### src/rtl/adsr_pkg.sv
package adsr_pkg;

    localparam int CURVE_LEN = 512;
    localparam int CURVE_END = 511;
    localparam int DIV_STEPS = 9;

    localparam logic [1:0] OP_TICK      = 2'd0;
    localparam logic [1:0] OP_TRIGGER   = 2'd1;
    localparam logic [1:0] OP_RELEASE   = 2'd2;
    localparam logic [1:0] OP_FORCE_OFF = 2'd3;

    localparam logic [2:0] PH_ATTACK  = 3'd0;
    localparam logic [2:0] PH_DECAY   = 3'd1;
    localparam logic [2:0] PH_SUSTAIN = 3'd2;
    localparam logic [2:0] PH_RELEASE = 3'd3;
    localparam logic [2:0] PH_OFF     = 3'd4;

    localparam logic [14:0] LEVEL_MAX   = 15'h7fff;
    localparam logic [15:0] TIMER_MAX   = 16'hffff;
    localparam logic [6:0]  SUSTAIN_MAX = 7'd127;

    typedef struct packed {
        logic [1:0] op;
        logic [2:0] channel;
        logic [6:0] attack_rate;
        logic [6:0] decay_rate;
        logic [6:0] sustain_level;
        logic [6:0] release_rate;
    } item_t;

    typedef struct packed {
        logic [2:0]  out_channel;
        logic [14:0] amplitude;
        logic [2:0]  phase;
    } result_t;

    typedef struct packed {
        logic [6:0] rel_rate;
        logic [6:0] sus_level;
        logic [6:0] dec_rate;
        logic [6:0] att_rate;
    } params_t;

    typedef struct packed {
        logic [2:0]  phase;
        logic [15:0] timer;
        logic [14:0] level;
        params_t     params;
    } entry_t;

    localparam entry_t ENTRY_RESET = '{phase: PH_OFF, timer: '0, level: '0, params: '0};

    typedef logic [7:0] curve_rom_t [CURVE_LEN];

    // Attack curve: floor(isqrt(12544 * i) / 10), i.e. floor(11.2 * sqrt(i)).
    function automatic curve_rom_t build_attack_rom();
        curve_rom_t  rom;
        logic [31:0] v;
        logic [31:0] r;
        logic [31:0] b;
        for (int i = 0; i < CURVE_LEN; i++)
        begin
            v = 32'(12544 * i);
            r = '0;
            b = 32'h4000_0000;
            for (int k = 0; k < 16; k++)
            begin
                if (v >= r + b)
                begin
                    v = v - (r + b);
                    r = (r >> 1) + b;
                end
                else
                begin
                    r = r >> 1;
                end
                b = b >> 2;
            end
            rom[i] = 8'(r / 10);
        end
        return rom;
    endfunction

    // Decay and release curve: 13950 / (i + 50) - 24, by repeated subtraction.
    function automatic curve_rom_t build_falloff_rom();
        curve_rom_t rom;
        int         n;
        int         q;
        for (int i = 0; i < CURVE_LEN; i++)
        begin
            n = 13950;
            q = 0;
            for (int k = 0; k < 280; k++)
            begin
                if (n >= i + 50)
                begin
                    n = n - (i + 50);
                    q = q + 1;
                end
            end
            rom[i] = 8'(q - 24);
        end
        return rom;
    endfunction

endpackage

### src/rtl/adsr_ram.sv
module adsr_ram #(
    parameter int WIDTH = 62,
    parameter int DEPTH = 8,
    localparam int AW = (DEPTH > 1) ? $clog2(DEPTH) : 1
) (
    input  logic             clk,
    input  logic             wr_en,
    input  logic [AW-1:0]    wr_addr,
    input  logic [WIDTH-1:0] wr_data,
    input  logic             rd_en,
    input  logic [AW-1:0]    rd_addr,
    output logic [WIDTH-1:0] rd_data
);

    logic [WIDTH-1:0] mem [DEPTH];

    always_ff @(posedge clk)
    begin
        if (wr_en)
        begin
            mem[wr_addr] <= wr_data;
        end
        if (rd_en)
        begin
            rd_data <= mem[rd_addr];
        end
    end

endmodule

### src/rtl/adsr_envelope_generator_unit.sv
// Multi-channel ADSR envelope generator.
// Input channel (item_valid / item_ready / item): one event per beat, aimed at
// one channel: a tick, a note trigger, a note release or a forced off.
// Output channel (result_valid / result_ready / result): exactly one beat per
// input beat, reporting the channel's amplitude and phase after the event.
// Channel state lives in a single-port-read RAM, one word per channel, and is
// read, modified and written back; one event is in flight at a time.
// A tick in a timed phase short of the curve end divides four times the
// timer by the rate in a restoring divider that produces one quotient bit per
// cycle, then looks up the curve ROM and, in decay and release, applies the
// sustain scaling. Such a tick passes through the read, divide, look-up,
// apply and finish states; other events go from read straight to finish,
// and an event for an absent channel goes straight to finish.
// Reset marks every channel word as unwritten, so each channel reads as off
// with zero level, timer and settings until its first write; no sweep is
// needed. A result waits in the output register while the receiver stalls;
// the next beat may be accepted meanwhile, but its write-back and result
// wait until that register is free.
module adsr_envelope_generator_unit #(
    parameter int NUM_CHANNELS = 8
) (
    input  logic              clk,
    input  logic              rst_n,
    input  logic              item_valid,
    output logic              item_ready,
    input  adsr_pkg::item_t   item,
    output logic              result_valid,
    input  logic              result_ready,
    output adsr_pkg::result_t result
);

    import adsr_pkg::*;

    localparam int AW = (NUM_CHANNELS > 1) ? $clog2(NUM_CHANNELS) : 1;
    localparam curve_rom_t ATTACK_ROM  = build_attack_rom();
    localparam curve_rom_t FALLOFF_ROM = build_falloff_rom();

    typedef enum logic [2:0] {
        S_IDLE,
        S_READ,
        S_DIV,
        S_LOOK,
        S_APPLY,
        S_FINISH
    } state_t;

    state_t                  state_reg;
    logic [NUM_CHANNELS-1:0] valid_reg;
    logic                    miss_reg;
    logic [3:0]              cnt_reg;
    logic                    result_valid_reg;
    result_t                 result_reg;

    logic [1:0]  op_reg;
    logic [2:0]  channel_reg;
    params_t     params_in_reg;
    entry_t      work_reg;
    logic [6:0]  rem_reg;
    logic [8:0]  dvd_low_reg;
    logic [6:0]  rate_reg;
    logic [8:0]  q_reg;
    logic [7:0]  att_val_reg;
    logic [7:0]  fall_val_reg;

    logic        item_fire;
    logic        in_range;
    logic        finish_go;
    logic        ram_wr_en;
    logic        ram_rd_en;
    logic [61:0] ram_rd_data;
    entry_t      read_entry;
    entry_t      work_next;
    logic        go_div;
    logic [6:0]  rate_sel;
    logic [17:0] dividend;
    logic [15:0] limit;
    logic        at_end;
    logic [7:0]  trial;
    logic        trial_ge;
    entry_t      apply_next;
    logic [14:0] decay_scale;
    logic [14:0] release_scale;

    assign item_ready   = (state_reg == S_IDLE);
    assign item_fire    = item_valid && item_ready;
    assign in_range     = (32'(item.channel) < NUM_CHANNELS);
    assign finish_go    = !result_valid_reg || result_ready;
    assign ram_rd_en    = item_fire && in_range;
    assign ram_wr_en    = (state_reg == S_FINISH) && finish_go && !miss_reg;
    assign result_valid = result_valid_reg;
    assign result       = result_reg;

    adsr_ram #(
        .WIDTH ($bits(entry_t)),
        .DEPTH (NUM_CHANNELS)
    ) u_state_ram (
        .clk     (clk),
        .wr_en   (ram_wr_en),
        .wr_addr (AW'(channel_reg)),
        .wr_data (work_reg),
        .rd_en   (ram_rd_en),
        .rd_addr (AW'(item.channel)),
        .rd_data (ram_rd_data)
    );

    always_comb
    begin
        read_entry = valid_reg[AW'(channel_reg)] ? entry_t'(ram_rd_data) : ENTRY_RESET;
        case (read_entry.phase)
            PH_ATTACK: rate_sel = read_entry.params.att_rate;
            PH_DECAY:  rate_sel = read_entry.params.dec_rate;
            default:   rate_sel = read_entry.params.rel_rate;
        endcase
        dividend = {read_entry.timer, 2'b00};
        limit    = {rate_sel, 9'b0} - {9'b0, rate_sel};
        at_end   = (dividend >= {2'b00, limit});

        work_next = read_entry;
        go_div    = 1'b0;
        case (op_reg)
            OP_TRIGGER:
            begin
                work_next.phase  = PH_ATTACK;
                work_next.level  = '0;
                work_next.timer  = '0;
                work_next.params = params_in_reg;
            end
            OP_RELEASE:
            begin
                if (read_entry.phase != PH_OFF)
                begin
                    work_next.phase = PH_RELEASE;
                    work_next.timer = '0;
                end
            end
            OP_FORCE_OFF:
            begin
                if (read_entry.phase != PH_OFF)
                begin
                    work_next.phase = PH_OFF;
                    work_next.level = '0;
                    work_next.timer = '0;
                end
            end
            OP_TICK:
            begin
                case (read_entry.phase)
                    PH_ATTACK:
                    begin
                        if (rate_sel == '0)
                        begin
                            work_next.level = LEVEL_MAX;
                            work_next.phase = PH_DECAY;
                        end
                        else if (at_end)
                        begin
                            work_next.level = LEVEL_MAX;
                            work_next.phase = PH_DECAY;
                            work_next.timer = '0;
                        end
                        else
                        begin
                            go_div = 1'b1;
                        end
                    end
                    PH_DECAY:
                    begin
                        if (rate_sel == '0 || at_end)
                        begin
                            work_next.level = {read_entry.params.sus_level, 8'b0};
                            work_next.phase = PH_SUSTAIN;
                        end
                        else
                        begin
                            go_div = 1'b1;
                        end
                    end
                    PH_RELEASE:
                    begin
                        if (rate_sel == '0 || read_entry.timer == TIMER_MAX || at_end)
                        begin
                            work_next.level = '0;
                            work_next.phase = PH_OFF;
                        end
                        else
                        begin
                            go_div = 1'b1;
                        end
                    end
                    default:
                    begin
                    end
                endcase
            end
            default:
            begin
            end
        endcase
    end

    always_comb
    begin
        trial    = {rem_reg, dvd_low_reg[8]};
        trial_ge = (trial >= {1'b0, rate_reg});

        decay_scale   = 15'(SUSTAIN_MAX - work_reg.params.sus_level) * 15'(fall_val_reg);
        release_scale = 15'(work_reg.params.sus_level) * 15'(fall_val_reg);

        apply_next       = work_reg;
        apply_next.timer = work_reg.timer + 16'd1;
        case (work_reg.phase)
            PH_ATTACK: apply_next.level = {att_val_reg, 7'b0};
            PH_DECAY:  apply_next.level = {work_reg.params.sus_level, 8'b0} + decay_scale;
            default:   apply_next.level = release_scale;
        endcase
    end

    always_ff @(posedge clk or negedge rst_n)
    begin
        if (!rst_n)
        begin
            state_reg        <= S_IDLE;
            valid_reg        <= '0;
            miss_reg         <= 1'b0;
            cnt_reg          <= '0;
            result_valid_reg <= 1'b0;
            result_reg       <= '0;
        end
        else
        begin
            if (result_valid_reg && result_ready && state_reg != S_FINISH)
            begin
                result_valid_reg <= 1'b0;
            end
            case (state_reg)
                S_IDLE:
                begin
                    if (item_fire)
                    begin
                        miss_reg  <= !in_range;
                        state_reg <= in_range ? S_READ : S_FINISH;
                    end
                end
                S_READ:
                begin
                    cnt_reg   <= 4'(DIV_STEPS - 1);
                    state_reg <= go_div ? S_DIV : S_FINISH;
                end
                S_DIV:
                begin
                    cnt_reg <= cnt_reg - 4'd1;
                    if (cnt_reg == '0)
                    begin
                        state_reg <= S_LOOK;
                    end
                end
                S_LOOK:
                begin
                    state_reg <= S_APPLY;
                end
                S_APPLY:
                begin
                    state_reg <= S_FINISH;
                end
                S_FINISH:
                begin
                    if (finish_go)
                    begin
                        result_valid_reg       <= 1'b1;
                        result_reg.out_channel <= channel_reg;
                        result_reg.amplitude   <= miss_reg ? '0 : work_reg.level;
                        result_reg.phase       <= miss_reg ? PH_OFF : work_reg.phase;
                        if (!miss_reg)
                        begin
                            valid_reg[AW'(channel_reg)] <= 1'b1;
                        end
                        state_reg <= S_IDLE;
                    end
                end
                default:
                begin
                    state_reg <= S_IDLE;
                end
            endcase
        end
    end

    always_ff @(posedge clk)
    begin
        case (state_reg)
            S_IDLE:
            begin
                if (item_fire)
                begin
                    op_reg        <= item.op;
                    channel_reg   <= item.channel;
                    params_in_reg <= '{rel_rate: item.release_rate,
                                       sus_level: item.sustain_level,
                                       dec_rate: item.decay_rate,
                                       att_rate: item.attack_rate};
                end
            end
            S_READ:
            begin
                work_reg    <= work_next;
                rem_reg     <= 7'(dividend[17:9]);
                dvd_low_reg <= dividend[8:0];
                rate_reg    <= rate_sel;
                q_reg       <= '0;
            end
            S_DIV:
            begin
                rem_reg     <= trial_ge ? 7'(trial - {1'b0, rate_reg}) : trial[6:0];
                q_reg       <= {q_reg[7:0], trial_ge};
                dvd_low_reg <= {dvd_low_reg[7:0], 1'b0};
            end
            S_LOOK:
            begin
                att_val_reg  <= ATTACK_ROM[q_reg];
                fall_val_reg <= FALLOFF_ROM[q_reg];
            end
            S_APPLY:
            begin
                work_reg <= apply_next;
            end
            default:
            begin
            end
        endcase
    end

    assert property (@(posedge clk) disable iff (!rst_n)
        item_fire |=> !item_ready)
        else $error("Second beat accepted while an event is still in flight.");

    assert property (@(posedge clk) disable iff (!rst_n)
        (result_valid && 32'(result.out_channel) >= NUM_CHANNELS)
        |-> (result.amplitude == '0 && result.phase == PH_OFF))
        else $error("Absent channel reported a live envelope.");

    assert property (@(posedge clk) disable iff (!rst_n)
        (state_reg == S_APPLY) |-> (q_reg < 9'(CURVE_END)))
        else $error("Curve index reached the end of the table on the lookup path.");

    assert property (@(posedge clk) disable iff (!rst_n)
        ram_wr_en |-> $past(state_reg == S_APPLY || state_reg == S_READ
                            || state_reg == S_FINISH))
        else $error("Channel write-back without a preceding read.");

endmodule

### config.mk
export PLATFORM = sky130hd
export DESIGN_NAME = adsr_envelope_generator_unit
export DESIGN_NICKNAME = d
export VERILOG_FILES = /design/src/rtl/adsr_pkg.sv /design/src/rtl/adsr_ram.sv /design/src/rtl/adsr_envelope_generator_unit.sv
export SDC_FILE = /design/constraint.sdc
export NUM_CORES = 1
export LEC_CHECK = 0
export BUFFER_PORTS_ARGS = -buffer_cell sky130_fd_sc_hd__buf_2
export CORE_MARGIN = 2
export CORE_UTILIZATION = 35
export DETAILED_ROUTE_END_ITERATION = 7
export PLACE_DENSITY = 0.45
export SLEW_MARGIN = 20
export SYNTH_ARGS = -nofsm -noshare
export SYNTH_HDL_FRONTEND = slang
export SYNTH_SLANG_ARGS = --single-unit
### constraint.sdc
create_clock -name clk -period 15.7 [get_ports clk]
set_input_delay 3.14 -clock clk [delete_from_list [all_inputs] [get_ports clk]]
set_output_delay 3.14 -clock clk [all_outputs]
set_load 0.01 [all_outputs]
==> results_dict.tcl <==
set metrics [dict create \
    outcome "complete, no violations" \
    leakage_nw 14.64 \
    ctsHoldBuffers 0 \
    antenna_found_initial 3 \
    floorplan.rows 119 \
    hpwlAfterDp_um 67230 \
    synth_top_cells_by_area "edfxtp_1 57%, mux4_2 8.0%, ha_1 4.0%" \
    cp_data_required_time_ns 16.15 \
    fin_worst_skew_ns 0.02089 \
    maxCapViolCount 0 \
    final_core_util_pct 39.57 \
    whs_ns 0.4615 \
    fin_nets 3014 \
    drtPass1Iterations 5 \
    maxSlewHeadroom_pct 26.05 \
    hold_path.class "flop to flop" \
    synth_commonest_cells "699 x edfxtp_1, 284 x nand2_1, 170 x a21oi_1" \
    vdd.ir_drop.worst_uv 147.7 \
    ys_seq_area_share_pct 59.33 \
    netlist.area_leader.share_pct 56.83 \
    crit_path_max_fanout 20 \
    rsz0062_at_grt "no" \
    synth_top_area_cell "edfxtp_1" \
    hold_violations 0 \
    grt_first_pass_wirelength_um 160500 \
    ys_seq_elements 736 \
    vias 23600 \
    h-tree-depth 3 \
    core_sq_um 105000 \
    ys_types 77 \
    fin_cells 4251 \
    grt_overflow_total 0 \
    power_density_nw_per_um2 208.8 \
    area_growth_pct 12.44 \
    cts.repair.resized 0 \
    period_minus_slack_ns 5.804 \
    die_w_um 328.9 \
    tightest_slew_ns 1.105 \
    grt_max_degree 88 \
    tns_ns 0 \
    synth_ff_type "edfxtp_1" \
    cts.reportedPaths.clkPinSlew_ns 0.06 \
    crit_type "flop to flop" \
    insertion_delay_ns 0.64 \
    ys_warn_count 0 \
    viasPerCell 5.551 \
    synth_most_common_cell "edfxtp_1" \
    top_regs "u_state_ram.mem x496, u_state_ram.rd_data x62" \
    endpoint_kind "flop" \
    netlist_instances 2772 \
    ant_nets 0 \
    dpl.cell_count 4101 \
    synth.net_count 2992 \
    largest-register "u_state_ram.mem" \
    first_global_vias 24030 \
    drive_gt1_share_pct 16.51 \
    drtIter0Drc 2096 \
    synth-edff-count 699 \
    cts.sinks 736 \
    cts_tree "yes" \
    drc_errors 0 \
    setup_viol 0 \
    die-area_sq_um 108200 \
    report.final.slew_viol_count 0 \
    root_buffer "clkbuf_16" \
    start_util_pct 35.19 \
    io-pin-count 60 \
    postSynth.asyncResetShare_pct 5.027 \
    maxClockFrequency_mhz 172.3 \
    wl_per_cell_um 25.34 \
    routabilityCongestion 0.8876 \
    clockBufferDepth 3 \
    port_buffers 59 \
    cts_buffers 82 \
    synth_area_sq_um 36940 \
    cp-start-kind "flop" \
    largest_reg_flops 496 \
    post_cts_buffers 0 \
    track_usage_pct 19.95 \
    syn_avg_cell_area_sq_um 13.33 \
    fillers 9868 \
    routed_wl_um 107700 \
    post-route-period-util_pct 36.97 \
    worstPathArrival_ns 6.25 \
    die_h_um 328.9 \
]
cell families (layout without fill, tap and decap cells):
group	after synthesis	after routing	synth area share (%)
AO/OA/AOI/OAI	540	540	9.031
XOR/XNOR	42	42	0.9959
adder cells (fa/ha/maj)	183	183	7.540
AND/OR/NAND/NOR	718	718	8.963
buffers and inverters	328	415	3.370
other	0	1	0
multiplexers	225	225	10.77
flip-flops	736	736	59.33
cell usage in the layout, fill, tap and decap left out, types with 8 or more instances in the layout:
cell type and instances:
edfxtp_1 699, nand2_1 284, a21oi_1 170, nor2_1 147, o21ai_0 146, inv_1 144
mux4_2 131, ha_1 117, clkbuf_16 84, nand3_1 70, fa_1 66, mux2_2 65
nor2b_1 63, buf_4 59, buf_2 56, dfrtp_1 37, nor3_1 36, a211oi_1 35
o211ai_1 33, mux2i_1 28, xnor2_1 28, o22ai_1 23, a31oi_1 23, and2_1 22
nand2b_1 21, clkinv_1 17, clkbuf_1 15, or2_2 14, xor2_1 14, clkinv_2 12
bufinv_16 10, and3_1 9, a311oi_1 9, nand4_1 9, a22oi_1 8, a21o_1 8
worst max-delay path, cell delays in order (launching register included):
cell,delay [ns]
edfxtp_1,0.87
nor3b_1,0.32
o31ai_2,0.18
o31ai_1,0.74
nand2_1,0.14
or2_2,0.32
nand2_1,0.10
nand2_1,0.06
ha_1,0.30
and4_1,0.20
a221oi_1,0.42
o2111ai_1,0.21
buf_4,0.24
o32ai_1,0.89
a221oi_1,0.28
a311oi_1,0.31
power by group:
| group | internal, mW | switching, mW | total, mW |
|---|---|---|---|
| Sequential | 2.72 | 0.290 | 3.01 |
| Clock | 1.16 | 0.801 | 1.96 |
| Combinational | 1.33 | 2.37 | 3.70 |
final timing paths:
| path | start | to | slack (ns) | cells past startpoint |
|---|---|---|---|---|
| setup / recovery | u_state_ram.rd_data[59] | work_reg[41] | 9.90 | 15 |
| hold / removal | valid_reg[1] | valid_reg[1] | 0.46 | 1 |
| setup reg to reg | u_state_ram.rd_data[59] | work_reg[41] | 9.90 | 15 |
| hold reg to reg | valid_reg[1] | valid_reg[1] | 0.46 | 1 |
| max in group asynchronous | rst_n | result[1] | 12.58 | 2 |
| min in group asynchronous | rst_n | state_reg[0] | 2.60 | 2 |
routing by layer:
metal | vias up | wire (um) | global-route usage [%]
met2 | 694 | 51400 | 32.44
met3 | 142 | 4954 | 2.653
met1 | 12290 | 49070 | 28.20
met4 | 0 | 2293 | 5.063
li1 | 10470 | - | -
met5 | - | 0 | 0
stage by stage:
step	power, mW	area, sq um	setup slack, ns
floorplan	5.521	36940	5.549
global placement	6.711	38800	9.629
detailed placement	6.748	38800	9.610
CTS	8.741	41530	10.00
global route	9.277	41530	9.587
finish	8.671	41530	9.896
final cells by class:
class	instances	area, sq um	share of cell area, %
clock buffer	100	2172	5.230
timing repair buffer	117	748.2	1.801
tap	1391	1740	4.190
antenna	1	2.502	0.006025
inverter	149	559.3	1.347
sequential	736	21920	52.77
multi-input combinational	1708	13840	33.32
clock inverter	49	558.0	1.344
Note: power is estimated with default switching activity, not from simulation.
